[config.mk]
export PLATFORM = sky130hd
export DESIGN_NAME = tspca_ctrl
export DESIGN_NICKNAME = d
export VERILOG_FILES = /design/src/rtl/tspca_pkg.sv /design/src/rtl/tspca_ctrl.sv
export SDC_FILE = /design/constraint.sdc
export NUM_CORES = 1
export LEC_CHECK = 0
export ABC_AREA = 1
export CORE_AREA = 2 2 39 41
export CTS_CLUSTER_SIZE = 28
export DETAILED_ROUTE_END_ITERATION = 7
export DIE_AREA = 0 0 41 43
export DONT_BUFFER_PORTS = 1
export PLACE_DENSITY = 0.31
export SYNTH_ARGS = -nofsm -noshare
export SYNTH_HDL_FRONTEND = slang
export SYNTH_SLANG_ARGS = --single-unit
[constraint.sdc]
create_clock -name clk -period 2 [get_ports clk]
set_input_delay 0.1 -clock clk [delete_from_list [all_inputs] [get_ports clk]]
set_output_delay 0.1 -clock clk [all_outputs]
set_load 0.005 [all_outputs]
[src/rtl/tspca_pkg.sv]
`default_nettype none
// ----------------------------------------------------------------------------
// tspca_pkg
// Shared types and constants of the time-sliced pixel charge accumulator:
// field widths, request codes, register indexes, controller states and the
// command/status bundles between controller and datapath.
// ----------------------------------------------------------------------------
package tspca_pkg;

  // Field widths of the stream words
  localparam int REQ_W      = 2;
  localparam int CAM_W      = 3;
  localparam int CH_W       = 10;
  localparam int SLICE_W    = 3;
  localparam int TIME_W     = 32;
  localparam int CHG_W      = 16;
  localparam int AMP_W      = 32;
  localparam int CNT_W      = 48;
  localparam int IN_DATA_W  = 64;
  localparam int OUT_DATA_W = 184;

  // Configuration register file
  localparam int CFG_IDX_W  = 3;
  localparam int CFG_DATA_W = 32;
  localparam int NUM_BOUNDS = 7;

  localparam logic [CFG_IDX_W-1:0] CFG_SLICE_COUNT = 3'd0;
  localparam logic [CFG_IDX_W-1:0] CFG_BOUNDARY_0  = 3'd1;

  // Request codes carried on in_tuser
  typedef enum logic [REQ_W-1:0] {
    REQ_ADD_HIT       = 2'd0,
    REQ_READ_PIXEL    = 2'd1,
    REQ_READ_COUNTERS = 2'd2,
    REQ_NONE          = 2'd3
  } req_t;

  // Controller states
  typedef enum logic [2:0] {
    ST_CLEAR,
    ST_IDLE,
    ST_LOOKUP,
    ST_ROW,
    ST_ADDR,
    ST_READ,
    ST_UPDATE
  } state_t;

  // Commands from controller to datapath
  typedef struct packed {
    logic clear_step;
    logic capture;
    logic lookup;
    logic row;
    logic addr;
    logic read;
    logic update;
  } dp_cmd_t;

  // Status from datapath to controller
  typedef struct packed {
    logic clear_done;
    logic out_free;
  } dp_status_t;

endpackage
`default_nettype wire

[src/rtl/tspca_ctrl.sv]
`default_nettype none
// ----------------------------------------------------------------------------
// tspca_ctrl
// Sequencer: runs the pixel store clearing pass after reset, then steps each
// accepted word through lookup, address build, store read and update.
// ----------------------------------------------------------------------------
module tspca_ctrl
  import tspca_pkg::*;
(
  input  wire        clk,
  input  wire        rst_n,
  input  wire        in_tvalid,
  output logic       in_tready,
  input  dp_status_t status,
  output dp_cmd_t    cmd
);

  state_t state_r, state_nxt;

  // State register
  always_ff @(posedge clk) begin
    if (!rst_n) begin
      state_r <= ST_CLEAR;
    end else begin
      state_r <= state_nxt;
    end
  end

  // Next state and commands
  always_comb begin
    state_nxt = state_r;
    cmd       = '0;
    in_tready = 1'b0;
    case (state_r)
      ST_CLEAR: begin
        cmd.clear_step = 1'b1;
        if (status.clear_done) begin
          state_nxt = ST_IDLE;
        end
      end
      ST_IDLE: begin
        in_tready = 1'b1;
        if (in_tvalid) begin
          cmd.capture = 1'b1;
          state_nxt   = ST_LOOKUP;
        end
      end
      ST_LOOKUP: begin
        cmd.lookup = 1'b1;
        state_nxt  = ST_ROW;
      end
      ST_ROW: begin
        cmd.row   = 1'b1;
        state_nxt = ST_ADDR;
      end
      ST_ADDR: begin
        cmd.addr  = 1'b1;
        state_nxt = ST_READ;
      end
      ST_READ: begin
        cmd.read  = 1'b1;
        state_nxt = ST_UPDATE;
      end
      ST_UPDATE: begin
        // hold until the output register can take the result
        if (status.out_free) begin
          cmd.update = 1'b1;
          state_nxt  = ST_IDLE;
        end
      end
      default: begin
        state_nxt = ST_CLEAR;
      end
    endcase
  end

endmodule
`default_nettype wire

## After elaboration in Yosys (flattened, before gate mapping)

Index checks and enable logic that the tools add are counted.

- Register bits: 3
- Latch bits: 0
- Memory bits (writable): 0
- ROM bits: 0
- Memories kept: 0

- Add/subtract/negate cells: 0
- $mul: 0
- Div/mod/pow operators: 0
- $lt $le $gt $ge: 0
- Equal/unequal tests: 9
- Shifts and indexed selects: 0
- Multiplexer cells: 14
- Bitwise operators: 0
- Reduce and logical (&&, ||, !) cells: 2

Operators with widths:

| cell | count |
|---|---|
| 3-bit one-hot mux with 7 select lines | 1 |
| 1-bit two-way mux | 10 |
| 3-bit equality test (second input constant) | 3 |
| 3-bit two-way mux | 3 |
| 3-bit by 2-bit equality test with 1-bit output (second input constant) | 2 |
| 2-bit != test (second input constant) | 3 |
| 3-bit by 1-bit equality test with 1-bit output (second input constant) | 1 |
| 3-bit logical NOT | 1 |
| 3-bit AND reduction | 1 |

## Longest topological paths before layout

Gate-level depths: netlist of the first run.

- Depth after elaboration: 3
- Mapped depth: 6

## Worst setup path after synthesis of the first run

No wires, ideal clock.

- Kind: register -> output
- Start: reg state_r[1]
- End: out cmd[0] (netlist bit)
- Arrival: 0.779 ns
- Required time: 1.900 ns
- Slack: 1.121 ns
- Cell stages (with the launch flop): 3
- Path buffers: 0
- Cell sequence: dfxtp_1 inv_2 nor4_1

RTL lines:

| element | RTL line | source |
|---|---|---|
| from (decl) | tspca_ctrl.sv:18 | `state_t state_r, state_nxt;` |
| from (signal assigned) | tspca_ctrl.sv:25 | `state_r <= state_nxt;` |
| to (decl) | tspca_ctrl.sv:15 | `output dp_cmd_t cmd` |

==> results of run 1 <==
## logic make-up (layout without fill, tap and decap cells)
group,Yosys count,after routing,synth area share
AND/OR/NAND/NOR,21,21,0.492
flip-flops,3,3,0.268
AO/OA/AOI/OAI,2,2,0.0559
buffers and inverters,9,12,0.184
## layout make-up
class                           instances  area (sq um)  area share
Tap cell                               16          20.0      0.0773
Sequential cell                         3          60.1       0.232
Clock buffer                            4          26.3       0.101
Multi-Input combinational cell         23           123       0.473
Inverter                                8          30.0       0.116
## power breakdown
part / switching [mW] / internal, mW / total (mW)
sequential: 0.0189 / 0.0701 / 0.0890
combinational: 0.0466 / 0.0271 / 0.0737
clock: 0.0307 / 0.0747 / 0.105
total: 0.0962 / 0.172 / 0.268
## per-stage QoR
stage               std cells  power (mW)  setup slack (ns)  cell area, sq um
finish                     54       0.268             0.783               259
global route               54       0.293             0.689               259
CTS                        54       0.277             0.755               259
detailed placement         50       0.166             0.982               233
global placement           50       0.168             0.970               233
floorplan                  35       0.158              1.12               224
## metal layers
layer / wire length [microns] / share of wire / GRT usage / vias up
met5: 0 / 0 / 0 / -
met2: 232 / 0.43 / 0.0906 / 11
met3: 70 / 0.13 / 0.0524 / 0
met1: 237 / 0.44 / 0.0831 / 102
met4: 0 / 0 / 0.0400 / 0
li1: - / - / - / 121
## final timing paths
check / from / end / slack [ns] / cells after the start
min reg2reg: state_r[2]$_SDFFE_PN0P_ / state_r[2]$_SDFFE_PN0P_ / 0.59 / 2
max: state_r[1]$_SDFFE_PN0P_ / cmd[0] / 0.78 / 2
min: rst_n / state_r[1]$_SDFFE_PN0P_ / 0.02 / 2
max reg2reg: state_r[0]$_SDFFE_PN0P_ / state_r[1]$_SDFFE_PN0P_ / 0.99 / 5
## placed cells by master (no fill, tap or decap), drive strengths merged
| cell type | synthesis | routed |
|---|---|---|
| a31oi | 2 | 2 |
| dfxtp | 3 | 3 |
| nand3 | 4 | 4 |
| nand2 | 4 | 4 |
| nand4 | 2 | 2 |
| nor2 | 6 | 6 |
| inv | 8 | 8 |
| nor3 | 3 | 3 |
| clkbuf | 0 | 4 |
| nand3b | 1 | 1 |
| nor4 | 1 | 1 |
==> results by group, run 1 <==
Finish
  • Antenna Cells: 0
  • Share of cells above drive strength 1: 0.237
  • Area growth from synthesis to layout: 15.6%
  • Max FFs per register: 3
  • Fill count: 170
  • Nets: between 40 and 50
  • Register with the most flip-flops: state_r
  • Largest registers: state_r (3)
  • Post-layout util: 0.187

Critical path
  • CP max-delay cell: dfxtp_1
  • Crit path kind: register to primary output
  • CP endpoint kind: primary output
  • CP arrival: 1.12 ns
  • Slowest cell delay on critical path: 0.43 ns
  • Worst Path Required: 1.90 ns
  • Critical path's top delay family: flip-flops
  • Worst path bufs/invs: 1
  • Crit path max fanout: 6
  • CP Launch Type: register
  • Crit-path cells: inv_2 -> nor4_1

Floorplanning
  • Core ar.: about 1400 sq um
  • Die H: between 40 and 50 microns
  • Die X: 41 microns
  • Ports: 13
  • Row count: 14
  • Initial core utilization: 0.162
  • Die area: ~1800 sq um

CTS
  • Postcts setup bufs: 0
  • H-tree depth: 1
  • Clock Tree Root: clkbuf_4
  • CTS buffer count: 3
  • Clk slew on worst S/H paths: around 0.030 ns
  • Longest Clk Path Bufs: 2
  • CTS tree: yes
  • Clk sink count: 3
  • Post_cts resized: 0
  • Hold-fix buffers, CTS: 0
  • Clk_lat worst skew: 0.23 ns

Logic synthesis
  • Mapped cell area: approximately 220 sq um
  • EDFF count, synth: 0
  • Syn_area_per_cell: 6.40 sq um
  • Synthesis-stage register bit count: 3
  • Area contributors post-synth: dfxtp_1 (27%), nand3_1 (8.9%), inv_1 (8.4%)
  • Mapped Cells: 35
  • Dominant synthesized flop cell: dfxtp_1
  • Top post-synthesis cells by count: inv_1 (5), nor2_1 (5), nand2_1 (4), nand3_1 (4)
  • Top-area cell type share of the netlist area: 0.268
  • Fraction of registers with async set/reset: 0
  • Synth warn: 0
  • Cell variety after synth: 14
  • Mapped Nets: 40
  • Sequential area share after synthesis: 0.268
  • Largest area contributor in the netlist: dfxtp_1

GRT
  • GRT Overall Usage: 0.0711
  • Vias in the first global route: about 220
  • Initial antenna violation count: 0
  • First-pass GRT wire length: 834 microns
  • GR Overflow Total: 0
  • Largest net degree at the start of global routing: 9

Power and ir drop
  • Worst vdd ir: approximately 0.00023 V
  • Lkg Pwr: approximately 0.13 nW
  • Cell area power density: around 1000 nW/um^2

STA
  • Setup Viol. Count Final: 0
  • Setup TNS: 0 ns
  • F_max: approximately 800 MHz
  • Tcrit/Tclk final: 0.609
  • Setup Skew: 0.00284 ns
  • Hold WS: approximately 0.016 ns
  • Unrepaired setup endpoints after global routing: false
  • Hold violation count in the final report: 0
  • Max transition margin: 0.758
  • Max Transition Viols Final: 0
  • Slew @ Worst Pin: 0.360 ns
  • Final min period: roughly 1.2 ns

Job
  • MaxCap Viol Count: 0

Routing
  • Drt pass-1 iters: 4
  • Vias per inst: 4.33
  • Wirelength per Cell: roughly 10 microns
  • Vias: around 230
  • Drt initial violations: 2
  • Routed WL: ~540 microns
  • DRC: 0
  • Detail Route Antenna Nets: 0

Place
  • Global placer's final weighted congestion: 0.676
  • Port-buffer cells: 0
  • DP HPWL: ~440 microns

Run status
  • Status: finished, final reports clean

Worst hold path
  • Worst Hold Class: primary input to register
Note: power is estimated with default switching activity, not from simulation.
==> run 2: changes to the inputs <==
--- a/config.mk
+++ b/config.mk
@@ -5,7 +5,7 @@
 export SDC_FILE = /design/constraint.sdc
 export NUM_CORES = 1
 export LEC_CHECK = 0
-export ABC_AREA = 1
+export ABC_AREA = 0
 export CORE_AREA = 2 2 39 41
 export CTS_CLUSTER_SIZE = 28
 export DETAILED_ROUTE_END_ITERATION = 7
==> constraint.sdc (replaced) <==
create_clock -name clk -period 1.25 [get_ports clk]
set_input_delay 0.0625 -clock clk [delete_from_list [all_inputs] [get_ports clk]]
set_output_delay 0.0625 -clock clk [all_outputs]
set_load 0.005 [all_outputs]
==> run 2 against run 1 <==
- synthesized area decreased by 3.4%
- register-to-register slack worse by 0.83 ns
- flip-flop and latch count did not move
- first-iteration DRC count shrank 50%
- global-route usage fell by 0.30 points
- highest routed layer unchanged
- final cell count decreased by 15%
- combinational power is 40% lower
- hold slack gained 0.084 ns
- clock power up 61%
- core utilization increased by 0.27 points
- synthesized cell count shrank 26%
- die area is the same
==> results by group, run 2 <==
Power and ir drop
  • Switching pwr: 0.0856 mW (was 0.0962 mW)
  • Cell area power density: 1280 nW/um^2 (was 1040 nW/um^2)
  • Lkg Pwr: 0.0999 nW (was 0.132 nW)
  • Switching share of power: 0.255 (was 0.359)
  • Worst vdd ir: 0.000333 V (was 0.000228 V)
  • Register share of total power: 0.363 (was 0.332)
  • Clock share of power: 0.504 (was 0.393)
  • Comb pwr share: 0.132 (was 0.275)
  • Int Pwr: 0.250 mW (was 0.172 mW)

Finish
  • Area growth from synthesis to layout: 21.4% (was 15.6%)
  • Register with the most flip-flops: state_r (unchanged)
  • Max FFs per register: 3 (unchanged)
  • Fill count: 161 (was 170)
  • Cell area after layout: 263 sq um (was 259 sq um)
  • Most frequent cells in the layout: nor2_1 (3), clkbuf_4 (3) (was inv_1 (5), nor2_1 (5), nand3_1 (4), nand2_1 (4))
  • Share of cells above drive strength 1: 0.233 (was 0.237)
  • Largest registers: state_r (3) (unchanged)
  • Nets: 36 (was 44)
  • Final Instance Count excl. Fillers: 46 (was 54)
  • Antenna Cells: 0 (unchanged)

Critical path
  • Crit path kind: register to primary output (unchanged)
  • CP arrival: 1.06 ns (was 1.12 ns)
  • Worst path bufs/invs: 0 (was 1)
  • CP Launch Type: register (unchanged)
  • Worst Path Required: 1.19 ns (was 1.90 ns)
  • Crit path max fanout: 12 (was 6)
  • Crit-path cells: nor3b_1 (was inv_2 -> nor4_1)
  • CP max-delay cell: dfxtp_1 (unchanged)
  • Critical path's top delay family: flip-flops (unchanged)
  • Slowest cell delay on critical path: 0.52 ns (was 0.43 ns)
  • CP endpoint kind: primary output (unchanged)

STA
  • Setup TNS: 0 ns (unchanged)
  • Tcrit/Tclk final: 0.900
  • Unrepaired setup endpoints after global routing: false (unchanged)
  • F_max: around 900 MHz
  • Slew @ Worst Pin: 0.350 ns (was 0.360 ns)
  • Setup Viol. Count Final: 0 (unchanged)
  • Setup Skew: 0.00185 ns (was 0.00284 ns)
  • Max transition margin: 0.766 (was 0.758)
  • Hold violation count in the final report: 0 (unchanged)
  • Max Transition Viols Final: 0 (unchanged)
  • Final min period: approximately 1.1 ns

Routing
  • DRC: 0 (unchanged)
  • Post-Route M1 WL: 175 microns (was 237 microns)
  • Top layer in use: met3 (unchanged)
  • Vias per inst: 4.09 (was 4.33)
  • Met3 wire len: 58 microns (was 70 microns)
  • Routed WL: 479 microns (was 540 microns)
  • Wire length on met2: 245 microns (was 232 microns)
  • Drt initial violations: 1 (was 2)
  • Wirelength per Cell: 10.4 microns (was 10.0 microns)
  • Detail Route Antenna Nets: 0 (unchanged)
  • Vias: 188 (was 234)
  • Drt pass-1 iters: 4 (unchanged)

Logic synthesis
  • Mapped Nets: 31 (was 40)
  • Mapped Cells: 26 (was 35)
  • Synth warn: 0 (unchanged)
  • Cell variety after synth: 18 (was 14)
  • Sequential area share after synthesis: 0.277 (was 0.268)
  • Mapped cell area: 216 sq um (was 224 sq um)
  • Synthesis-stage register bit count: 3 (unchanged)
  • Fraction of registers with async set/reset: 0 (unchanged)
  • EDFF count, synth: 0 (unchanged)
  • Syn_area_per_cell: 8.33 sq um (was 6.40 sq um)
  • Area contributors post-synth: dfxtp_1 (28%), nor3b_1 (6.9%), nand2b_1 (5.8%) (was dfxtp_1 (27%), nand3_1 (8.9%), inv_1 (8.4%))
  • Dominant synthesized flop cell: dfxtp_1 (unchanged)
  • Top post-synthesis cells by count: dfxtp_1 (3), nor2_1 (3) (was inv_1 (5), nor2_1 (5), nand2_1 (4), nand3_1 (4))
  • Top-area cell type share of the netlist area: 0.277 (was 0.268)
  • Largest area contributor in the netlist: dfxtp_1 (unchanged)

GRT
  • Initial antenna violation count: 0 (unchanged)
  • Vias in the first global route: 183 (was 223)
  • GR Overflow Total: 0 (unchanged)
  • First-pass GRT wire length: 752 microns (was 834 microns)
  • Largest net degree at the start of global routing: 13 (was 9)
  • GRT Overall Usage: 0.0681 (was 0.0711)

CTS
  • Clk slew on worst S/H paths: 0.04 ns (was 0.03 ns)
  • Postcts setup bufs: 0 (unchanged)
  • H-tree depth: 1 (unchanged)
  • CTS tree: yes (unchanged)
  • CTS buffer count: 3 (unchanged)
  • Clock Tree Root: clkbuf_4 (unchanged)
  • Longest Clk Path Bufs: 2 (unchanged)
  • Clk sink count: 3 (unchanged)
  • Clk_lat worst skew: 0.23 ns (about the same)

Place
  • Placement Cell Area: 225 sq um (was 233 sq um)
  • Global placer's final weighted congestion: 0.603 (was 0.676)
  • Port-buffer cells: 0 (unchanged)
  • Post-Place Cells: 41 (was 50)

Floorplanning
  • Core ar.: 1380 sq um (unchanged)
  • Row count: 14 (unchanged)
  • Initial core utilization: 0.156 (was 0.162)
  • Die area: 1760 sq um (unchanged)
  • Die X: 41 microns (unchanged)
  • Ports: 13 (unchanged)
  • Die H: 43 microns (unchanged)

Run status
  • Status: finished, final reports clean (unchanged)

Job
  • MaxCap Viol Count: 0 (unchanged)

Worst hold path
  • Worst Hold Class: primary input to register (unchanged)
[run 2: power groups by stage]
| stage | registers, mW | clock network (mW) | logic [mW] |
|---|---|---|---|
| after CTS | 0.121 | 0.179 | 0.0461 |
| after global routing | 0.125 | 0.191 | 0.0495 |
| final | 0.122 | 0.169 | 0.0444 |
| after detailed placement | 0.123 | 0 | 0.0426 |
| after global placement | 0.123 | 0 | 0.0435 |
| after floorplan | 0.117 | 0 | 0.0410 |
[run 2: metrics by stage]
step / total power [mW] / hold WS, ns / util / setup WS (ns)
2_1_floorplan: 0.158 / 0.180 / - / 0.311
3_3_place_gp: 0.166 / 0.190 / 0.163 / 0.168
3_5_place_dp: 0.165 / 0.193 / 0.163 / 0.134
4_1_cts: 0.346 / 0.104 / 0.189 / 0.0427
5_1_grt: 0.366 / 0.105 / 0.190 / 0.0267
6_report: 0.335 / 0.100 / 0.190 / 0.126
[run 2: cells by family after synthesis]
logic type / share of synthesized area
buffers and inverters: 0.0520
AOI/OAI and AO/OA: 0.150
DFF: 0.277
and+or+nand+nor: 0.520
[run 2: what timing repair did]
| item | 4_1_cts | 5_1_grt |
|---|---|---|
| endpoints found under the hold margin | 3 | 0 |
| resized for setup | 0 | 1 |
| hold buffers | 1 | 0 |
| endpoints found under the setup margin | 0 | 1 |
[run 2: path summary, 6_finish.rpt]
check / startpoint / end / slack (ns) / depth (start not counted)
setup reg to reg: state_r[2]$_SDFFE_PN0P_ / state_r[2]$_SDFFE_PN0P_ / 0.16 / 3
hold reg to reg: state_r[0]$_SDFFE_PN0P_ / state_r[0]$_SDFFE_PN0P_ / 0.64 / 2
hold / removal: in_tvalid / state_r[0]$_SDFFE_PN0P_ / 0.10 / 2
setup / recovery: state_r[2]$_SDFFE_PN0P_ / cmd[2] / 0.13 / 1
[run 2: area by class of cell]
cell class / instances / area [sq um] / area share
tap: 16 / 20.0 / 0.0762
sequential: 3 / 61.3 / 0.233
multi-input combinational: 22 / 145 / 0.552
timing repair buffer: 1 / 10.0 / 0.0381
clock buffer: 4 / 26.3 / 0.100
[run 2: metal layers]
layer,global-route usage,up-vias
met2,0.0875,7
met1,0.0671,83
li1,-,98
met5,0,-
met4,0.0400,0
met3,0.0681,0
